--- config.mk ---
export PLATFORM = sky130hd
export DESIGN_NAME = ebs_unit
export DESIGN_NICKNAME = d
export VERILOG_FILES = /design/src/rtl/core/ebs_pkg.sv /design/src/rtl/core/ebs_unit.sv
export SDC_FILE = /design/constraint.sdc
export NUM_CORES = 2
export LEC_CHECK = 0
export ABC_CLOCK_PERIOD_IN_PS = 14700
export BUFFER_PORTS_ARGS = -buffer_cell sky130_fd_sc_hd__buf_2
export CAP_MARGIN = 15
export CORE_AREA = 2 2 332 581
export DETAILED_ROUTE_END_ITERATION = 8
export DIE_AREA = 0 0 334 583
export PLACE_DENSITY_LB_ADDON = 0.3
export SLEW_MARGIN = 20
export SYNTH_ARGS = -nofsm -noshare
export SYNTH_HDL_FRONTEND = slang
export SYNTH_SLANG_ARGS = --single-unit
--- constraint.sdc ---
create_clock -name clk -period 14.7 [get_ports clk]
set_input_delay 2.94 -clock clk [delete_from_list [all_inputs] [get_ports clk]]
set_output_delay 2.94 -clock clk [all_outputs]
set_load 0.01 [all_outputs]
--- src/rtl/core/ebs_pkg.sv ---
package ebs_pkg;

  localparam int MAX_VERTICES = 4096;
  localparam int ADDR_W       = $clog2(MAX_VERTICES);
  localparam int CNT_W        = $clog2(MAX_VERTICES + 1);
  localparam int NUM_NORMALS  = 49;
  localparam int NRM_W        = 6;
  localparam int SLOT_W       = 7;
  localparam int PROJ_W       = 40;
  localparam int WIDE_W       = 66;
  localparam int ROOT_W       = 34;
  localparam int K_W          = 30;
  localparam int CFG_IDX_W    = 1;
  localparam int CFG_DATA_W   = 2;

  localparam logic [CFG_IDX_W-1:0] CFG_NORMAL_SET  = 1'b0;
  localparam logic [CFG_IDX_W-1:0] CFG_GROW_ENABLE = 1'b1;

  typedef logic signed [31:0]       coord_t;
  typedef logic signed [PROJ_W-1:0] proj_t;
  typedef logic [WIDE_W-1:0]        wide_t;

  typedef struct packed {
    coord_t x;
    coord_t y;
    coord_t z;
  } point_t;

  typedef struct packed {
    proj_t  pmin;
    proj_t  pmax;
    point_t qmin;
    point_t qmax;
  } ext_ent_t;

  localparam proj_t PROJ_HI_INIT = {1'b0, {(PROJ_W-1){1'b1}}};
  localparam proj_t PROJ_LO_INIT = {1'b1, {(PROJ_W-1){1'b0}}};
  localparam ext_ent_t EXT_RESET = '{pmin: PROJ_HI_INIT, pmax: PROJ_LO_INIT,
                                     qmin: '0, qmax: '0};

  typedef struct packed {
    logic signed [2:0] x;
    logic signed [2:0] y;
    logic signed [2:0] z;
  } dir_t;

  localparam dir_t NORMAL_DIRS [NUM_NORMALS] = '{
    '{1,0,0},'{0,1,0},'{0,0,1},
    '{1,1,1},'{1,1,-1},'{1,-1,1},'{1,-1,-1},
    '{1,1,0},'{1,-1,0},'{1,0,1},'{1,0,-1},'{0,1,1},'{0,1,-1},
    '{0,1,2},'{0,2,1},'{1,0,2},'{2,0,1},'{1,2,0},'{2,1,0},
    '{0,1,-2},'{0,2,-1},'{1,0,-2},'{2,0,-1},'{1,-2,0},'{2,-1,0},
    '{1,1,2},'{2,1,1},'{1,2,1},'{1,-1,2},'{1,1,-2},'{1,-1,-2},
    '{2,-1,1},'{2,1,-1},'{2,-1,-1},'{1,-2,1},'{1,2,-1},'{1,-2,-1},
    '{2,2,1},'{1,2,2},'{2,1,2},'{2,-2,1},'{2,2,-1},'{2,-2,-1},
    '{1,-2,2},'{1,2,-2},'{1,-2,-2},'{2,-1,2},'{2,1,-2},'{2,-1,-2}
  };

  typedef enum logic [1:0] {
    UOP_DIST2,
    UOP_SQRT,
    UOP_DIV
  } unit_op_t;

  typedef struct packed {
    logic     start;
    unit_op_t op;
  } unit_req_t;

  typedef enum logic [2:0] {
    U_IDLE,
    U_MUL,
    U_ADD,
    U_SQRT,
    U_DIV
  } unit_state_t;

  typedef enum logic [4:0] {
    S_IDLE,
    S_SMP_RD,
    S_SMP_WR,
    S_PR_RDI,
    S_PR_GETI,
    S_PR_RDJ,
    S_PR_GETJ,
    S_PR_WAIT,
    S_CTR,
    S_CTR_D,
    S_R2_WAIT,
    S_G_RD,
    S_G_GET,
    S_G_D2,
    S_G_SQD,
    S_G_SQR,
    S_G_DIV,
    S_G_MUL,
    S_G_UPD,
    S_G_R2S,
    S_G_R2,
    S_FIN,
    S_FIN_WAIT,
    S_OUT
  } state_t;

  function automatic coord_t axis_of(point_t p, logic [1:0] ax);
    coord_t c;
    case (ax)
      2'd0:    c = p.x;
      2'd1:    c = p.y;
      default: c = p.z;
    endcase
    return c;
  endfunction

  function automatic proj_t proj_of(point_t p, dir_t d);
    proj_t tx;
    proj_t ty;
    proj_t tz;
    tx = proj_t'(proj_t'(p.x) * proj_t'(d.x));
    ty = proj_t'(proj_t'(p.y) * proj_t'(d.y));
    tz = proj_t'(proj_t'(p.z) * proj_t'(d.z));
    return proj_t'(tx + ty + tz);
  endfunction

  function automatic logic [SLOT_W-1:0] slot_count(logic [1:0] ns);
    logic [SLOT_W-1:0] s;
    case (ns)
      2'd0:    s = SLOT_W'(6);
      2'd1:    s = SLOT_W'(14);
      2'd2:    s = SLOT_W'(26);
      default: s = SLOT_W'(98);
    endcase
    return s;
  endfunction

endpackage

--- src/rtl/core/ebs_unit.sv ---
module ebs_unit (
  input  logic                               clk,
  input  logic                               rst_n,
  input  ebs_pkg::unit_req_t                 req,
  input  ebs_pkg::point_t                    pa,
  input  ebs_pkg::point_t                    pb,
  input  ebs_pkg::wide_t                     wide_in,
  input  logic [ebs_pkg::ROOT_W-1:0]         num,
  input  logic [ebs_pkg::ROOT_W-1:0]         den,
  output logic                               done,
  output ebs_pkg::wide_t                     result
);

  ebs_pkg::unit_state_t st_r, st_nxt;
  logic [1:0]                   ax_r;
  ebs_pkg::wide_t               acc_r;
  ebs_pkg::wide_t               prod_r;
  ebs_pkg::point_t              pa_r;
  ebs_pkg::point_t              pb_r;
  logic [35:0]                  rem_r;
  logic [ebs_pkg::ROOT_W-1:0]   root_r;
  logic [67:0]                  rad_r;
  logic [5:0]                   it_r;
  logic [34:0]                  dv_rem_r;
  logic [ebs_pkg::ROOT_W-1:0]   den_r;
  logic [ebs_pkg::K_W-1:0]      q_r;
  logic                         done_r;
  ebs_pkg::wide_t               res_r;

  logic signed [32:0] diff;
  logic [32:0]        mag;
  logic [36:0]        sq_rem;
  logic [36:0]        sq_trial;
  logic               sq_ge;
  logic [34:0]        dv_t;
  logic               dv_ge;

  always_comb begin
    diff     = 33'(ebs_pkg::axis_of(pa_r, ax_r)) - 33'(ebs_pkg::axis_of(pb_r, ax_r));
    mag      = diff[32] ? 33'(-diff) : 33'(diff);
    sq_rem   = {rem_r[34:0], rad_r[67:66]};
    sq_trial = {1'b0, root_r, 2'b01};
    sq_ge    = sq_rem >= sq_trial;
    dv_t     = (it_r == 6'd0) ? dv_rem_r : {dv_rem_r[33:0], 1'b0};
    dv_ge    = dv_t >= {1'b0, den_r};
  end

  always_comb begin
    st_nxt = st_r;
    unique case (st_r)
      ebs_pkg::U_IDLE: begin
        if (req.start) begin
          unique case (req.op)
            ebs_pkg::UOP_DIST2: st_nxt = ebs_pkg::U_MUL;
            ebs_pkg::UOP_SQRT:  st_nxt = ebs_pkg::U_SQRT;
            default:            st_nxt = ebs_pkg::U_DIV;
          endcase
        end
      end
      ebs_pkg::U_MUL:  st_nxt = ebs_pkg::U_ADD;
      ebs_pkg::U_ADD:  st_nxt = (ax_r == 2'd2) ? ebs_pkg::U_IDLE : ebs_pkg::U_MUL;
      ebs_pkg::U_SQRT: st_nxt = (it_r == 6'(ebs_pkg::ROOT_W - 1)) ? ebs_pkg::U_IDLE
                                                                    : ebs_pkg::U_SQRT;
      ebs_pkg::U_DIV:  st_nxt = (it_r == 6'(ebs_pkg::K_W - 1)) ? ebs_pkg::U_IDLE
                                                                 : ebs_pkg::U_DIV;
      default:         st_nxt = ebs_pkg::U_IDLE;
    endcase
  end

  always_ff @(posedge clk) begin
    if (!rst_n) begin
      st_r   <= ebs_pkg::U_IDLE;
      done_r <= 1'b0;
    end else begin
      st_r   <= st_nxt;
      done_r <= (st_r != ebs_pkg::U_IDLE) && (st_nxt == ebs_pkg::U_IDLE);
    end
  end

  always_ff @(posedge clk) begin
    case (st_r)
      ebs_pkg::U_IDLE: begin
        pa_r     <= pa;
        pb_r     <= pb;
        acc_r    <= '0;
        ax_r     <= 2'd0;
        rem_r    <= '0;
        root_r   <= '0;
        rad_r    <= {2'b00, wide_in};
        it_r     <= '0;
        dv_rem_r <= {1'b0, num};
        den_r    <= den;
        q_r      <= '0;
      end
      ebs_pkg::U_MUL: begin
        prod_r <= ebs_pkg::WIDE_W'(mag * mag);
      end
      ebs_pkg::U_ADD: begin
        acc_r <= acc_r + prod_r;
        ax_r  <= ax_r + 2'd1;
        if (ax_r == 2'd2) begin
          res_r <= acc_r + prod_r;
        end
      end
      ebs_pkg::U_SQRT: begin
        rem_r  <= sq_ge ? 36'(sq_rem - sq_trial) : sq_rem[35:0];
        root_r <= {root_r[ebs_pkg::ROOT_W-2:0], sq_ge};
        rad_r  <= {rad_r[65:0], 2'b00};
        it_r   <= it_r + 6'd1;
        if (it_r == 6'(ebs_pkg::ROOT_W - 1)) begin
          res_r <= ebs_pkg::WIDE_W'({root_r[ebs_pkg::ROOT_W-2:0], sq_ge});
        end
      end
      ebs_pkg::U_DIV: begin
        dv_rem_r <= dv_ge ? 35'(dv_t - {1'b0, den_r}) : dv_t;
        q_r      <= {q_r[ebs_pkg::K_W-2:0], dv_ge};
        it_r     <= it_r + 6'd1;
        if (it_r == 6'(ebs_pkg::K_W - 1)) begin
          res_r <= ebs_pkg::WIDE_W'({q_r[ebs_pkg::K_W-2:0], dv_ge});
        end
      end
      default: begin
      end
    endcase
  end

  assign done   = done_r;
  assign result = res_r;

endmodule

## After elaboration in Yosys (flattened, before gate mapping)

Cells that the tools add are included.

- Register bits after elaboration: 637
- Input bits: 331
- Output and inout bits: 67

- Add/sub/neg operators: 7
- Multipliers: 1
- $lt $le $gt $ge: 2
- Eq/ne operators: 12
- Multiplexer cells: 24
- Reduce and logical (&&, ||, !) cells: 14

Operators by type and width:

| operator | number |
|---|---|
| 66-bit 2-to-1 mux | 3 |
| 66-bit case mux with 3 select lines | 1 |
| 35-bit case mux with 2 select lines | 2 |
| 68-bit case mux with 2 select lines | 1 |
| 66-bit case mux with 2 select lines | 1 |
| 32-bit case mux with 2 select lines | 2 |
| 35-bit 2-to-1 mux | 3 |
| 34-bit case mux with 2 select lines | 1 |
| 66-bit adder | 1 |
| 33-bit by 33-bit multiplier with 66-bit output | 1 |
| 29-bit case mux with 2 select lines | 1 |
| 37-bit by 36-bit >= comparator with 1-bit output | 1 |
| 35-bit by 34-bit >= comparator with 1-bit output | 1 |
| 35-bit by 34-bit subtractor with 35-bit output | 1 |
| 35-bit subtractor | 1 |
| 33-bit 2-to-1 mux | 1 |
| 33-bit negation | 1 |
| 32-bit by 32-bit subtractor with 33-bit output | 1 |
| 3-bit case mux with 5 select lines | 1 |
| 6-bit case mux with 2 select lines | 1 |
| 2-bit nonzero test | 4 |
| 6-bit by 1-bit adder with 6-bit output, second input constant | 1 |
| 3-bit by 2-bit == test with 1-bit output, second input constant | 2 |
| 6-bit by 5-bit == test with 1-bit output, second input constant | 1 |
| other kinds (19) | 26 |

## Depth between registers and ports, before layout

- Word-level depth: 6
- Mapped depth: 50

## Least setup slack after synthesis

No wires, ideal clock.

- Kind: reg-to-reg
- Start: register ax_r[0]
- End: register prod_r[65] (data pin)
- Setup time: 0.259 ns
- Data arrival time: 11.309 ns
- Required time: 14.441 ns
- Setup slack: 3.132 ns
- Stages on the path, launching flop included: 49
- Period minus slack after synthesis: 11.568 ns
- Cell sequence: edfxtp_1 > inv_1 > ha_1 > clkbuf_1 > buf_1 > a22o_1 > a21oi_1 > ha_1 > buf_6 > a21o_1 > or3_4 > o211ai_2 > o21ai_2 > and3_1 > nor3_1 > and4bb_2 > nand3_2 > buf_2 > (+13 left out) > fa_1 > fa_1 > inv_1 > fa_1 > inv_1 > ha_1 > clkbuf_1 > a21o_1 > a21o_1 > a21oi_1 > o211ai_1 > nor3_1 > o41ai_1 > a221oi_1 > nor2_1 > a211oi_1 > o21ai_0 > xnor2_1

- Cells in the longest elaborated chain, start to end: 6
- Elaborated cells between the ends (all ways): 8

Ends and longest elaborated chain:

| element | RTL line | RTL |
|---|---|---|
| start, declared | ebs_unit.sv:15 | `logic [1:0] ax_r;` |
| start signal, assigned | ebs_unit.sv:100 | `ax_r <= ax_r + 2'd1;` |
| 2-bit by 1-bit == test with 1-bit output / 2-bit logical NOT (equally long branches) | ebs_pkg.sv:107 | `case (ax)` |
| 32-bit case mux with 2 select lines | ebs_pkg.sv:107 |  |
| 32-bit by 32-bit subtractor with 33-bit output (*) | ebs_unit.sv:39 | `diff = 33'(ebs_pkg::axis_of(pa_r, ax_r)) - 33'(ebs_pkg::axis_of(pb_r, ax_r));` |
| 33-bit negation | ebs_unit.sv:40 | `mag = diff[32] ? 33'(-diff) : 33'(diff);` |
| 33-bit 2-to-1 mux (*) | ebs_unit.sv:40 |  |
| 33-bit by 33-bit multiplier with 66-bit output (*) | ebs_unit.sv:96 | `prod_r <= ebs_pkg::WIDE_W'(mag * mag);` |
| end signal, assigned | ebs_unit.sv:96 |  |
| end, declared | ebs_unit.sv:17 | `ebs_pkg::wide_t prod_r;` |

Every way passes the cells marked *; elsewhere a longest branch is shown, timed or not.
A chain may end at the register's enable or synchronous reset.

## Final worst setup path

- Start: register ax_r[0]
- End: register prod_r[64] (data pin)

Same word-level chain as after synthesis.

==> impl_metrics.json <==
{
  "nets": 8502,
  "grt_first_pass_wirelength_um": 310000,
  "async_reset_ff_share_pct": 0,
  "post-route-period-util_pct": 95.7,
  "htreeDepth": 3,
  "cts.sinks": 636,
  "critPathKind": "flip-flop to flip-flop",
  "io_pins": 398,
  "critPathLaunchType": "flip-flop",
  "synth_top_area_share_pct": 29.5,
  "post_synth_inst_count": 6507,
  "cts_tree": "yes",
  "multi_input_area_mm2": 0.0403,
  "grt_pass1_vias": 52600,
  "seq_area_mm2": 0.0191,
  "io_buffers": 397,
  "max-cap-violations": 0,
  "holdWs_ns": 0.504,
  "cp_common_cell": "fa_1",
  "root_buffer": "clkbuf_16",
  "critical_path_arrival_ns": 14.49,
  "drv_slew": 0,
  "floorplan.initialDensity_pct": 33.9,
  "core_mm2": 0.190,
  "ys.flop_type": "edfxtp_1",
  "rows": 212,
  "drt_first_pass_iters": 9,
  "worst_pin_slew_ns": 1.09,
  "required_ns": 15.11,
  "die_x_um": 334,
  "numCtsBuffers": 68,
  "avgRoutedWirePerCell_um": 21.7,
  "wirelength_um": 204000,
  "gr-total-overflow": 0,
  "yosys_register_bits": 636,
  "fillers": 19000,
  "slowest_delay_ns": 0.64,
  "synth_edf_count": 632,
  "cp-end-kind": "flip-flop",
  "hp-class": "flip-flop to flip-flop",
  "finalSetupViolCount": 0,
  "cp_slowest_cell": "nor3_1",
  "grt_max_degree": 86,
  "drt_iter0_markers": 2549,
  "syn_area_per_cell_um2": 9.89,
  "worstPathMaxFanout": 64,
  "dp_hpwl_um": 163000,
  "synth_warnings": 0,
  "grt_setup_unrepaired": "no",
  "via_per_inst": 5.08,
  "chipHeight_um": 583,
  "dieArea_mm2": 0.195,
  "max_freq_mhz": 71.1,
  "grt_use_total_pct": 21.1,
  "slew_headroom_pct": 26.5,
  "clk_pin_slew_ns": 0.06,
  "antenna_found_initial": 2,
  "post-route-drc-count": 2,
  "fin_skew_ns": 0.0325,
  "hold_viol": 0,
  "ys_types": 91,
  "layout_min_cycle_time_ns": 14.07,
  "gp_congestion": 0.933,
  "drtAntennaViolNets": 0,
  "setup_tns_ns": 0,
  "violations": "design-rule violations",
  "areaGrowthSynthToFinish_pct": 11.9,
  "vias": 47700,
  "drive_gt1_share_pct": 10.8,
  "ctsLongestPathBuffers": 3,
  "status": "finished with violations",
  "synth_largest_area_cell": "edfxtp_1",
  "synth_area_leaders": "edfxtp_1 29%, fa_1 27%, ha_1 8.5%",
  "clock_latency_ns": 0.68,
  "seq_area_frac_synth_pct": 29.6,
  "synth_area_mm2": 0.0644
}
==> cell usage after synthesis, drive strengths merged, types with 8 or more instances <==
cell type	n
a31o	12
or3	38
edfxtp	632
fa	863
mux2i	44
a221oi	9
and4	12
ha	439
xor2	91
a21oi	259
nor2	605
a22oi	34
o211ai	24
nand2b	28
nor4	25
nand4	40
nand3	65
nand2	881
a21boi	10
a22o	32
nor3	48
a211oi	32
a21o	161
and2	25
xnor2	151
nor2b	14
and3	66
o31ai	13
a311oi	8
o21bai	38
a2111oi	9
or2	13
buf	50
nand3b	10
o21ai	193
a31oi	35
inv	1160
clkbuf	203
o21a	27
==> cell usage in the layout, fill, tap and decap left out, types with 81 or more instances in the layout <==
| cell type | n |
|---|---|
| a21o_1 | 161 |
| a21oi_1 | 258 |
| buf_2 | 397 |
| buf_4 | 125 |
| edfxtp_1 | 632 |
| fa_1 | 863 |
| ha_1 | 437 |
| inv_1 | 1150 |
| nand2_1 | 877 |
| nor2_1 | 599 |
| o21ai_0 | 183 |
| xnor2_1 | 139 |
| xor2_1 | 81 |
==> logic make-up (layout without fill, tap and decap cells) <==
kind of cell               Yosys count  count (layout)  synth area share, %
and+or+nand+nor                   1889            1889                 12.6
xor gates and xnor gates           242             242                 3.38
adders and majority gates         1302            1302                 35.4
AOI/OAI and AO/OA                  967             967                 9.86
DFF                                636             636                 29.6
muxes                               50              50                0.789
other                                2              27               0.0117
buffers and inverters             1419            1812                 8.38
==> final timing paths <==
path	slack, ns	endpoint	start	cells after the start
worst max-delay path	0.63	prod_r[64]	ax_r[0]	43
worst min register to register	0.50	rad_r[34]	rad_r[32]	2
worst max register to register	0.63	prod_r[64]	ax_r[0]	43
worst min-delay path	0.50	rad_r[34]	rad_r[32]	2
==> through the flow <==
stage,cell area [um2],setup slack (ns),std cells,utilization (%)
6_report,72000,0.628,9386,37.9
2_1_floorplan,64400,3.13,6530,-
3_5_place_dp,69700,0.0895,9259,36.7
5_1_grt,72000,0.0232,9385,37.9
4_1_cts,71900,0.0466,9383,37.9
3_3_place_gp,69700,-0.220,9259,36.7
==> registers in the layout (all words and copies together) (netlist names) <==
name	count
prod_r	65
it_r	6
done	1
pa_r	96
root_r	34
pb_r	96
result	66
q_r	29
rem_r	35
ax_r	2
dv_rem_r	35
rad_r	68
den_r	34
acc_r	66
st_r	3
==> cell type report <==
type                            count  area share [%]
Multi-Input combinational cell   4475            56.0
Sequential cell                   636            26.5
Inverter                         1166            6.09
Tap cell                         2461            4.28
Timing Repair Buffer              522            4.06
Clock buffer                       77            2.50
Clock inverter                     47           0.639
Antenna cell                        2         0.00695
==> layer usage <==
layer,GRT usage (%),wire [um],vias to the layer above
met5,0,0,-
met4,13.6,15400,0
met3,2.79,9500,593
met2,40.1,108000,1519
met1,21.4,70500,23800
li1,-,-,21800
==> critical path, delay by kind of cell, from the launching register on <==
family,cells,cell delay [ns]
fa+ha+maj,11,4.95
simple gates,9,2.59
flops,1,0.41
compound gates,11,3.24
xor+xnor,3,1.01
buf+inv,9,1.55
==> timing repair <==
| action | CTS | global route |
|---|---|---|
| setup endpoints to repair | 0 | 16 |
| hold buffers | 0 | 0 |
| gates resized for setup | 0 | 9 |
| buffers inserted | 0 | 1 |
| endpoints found under the hold margin | 0 | 0 |
Power is left out: the tool's default activity adds up to more than one toggle a clock period on the data nets, which glitch-free logic cannot reach.
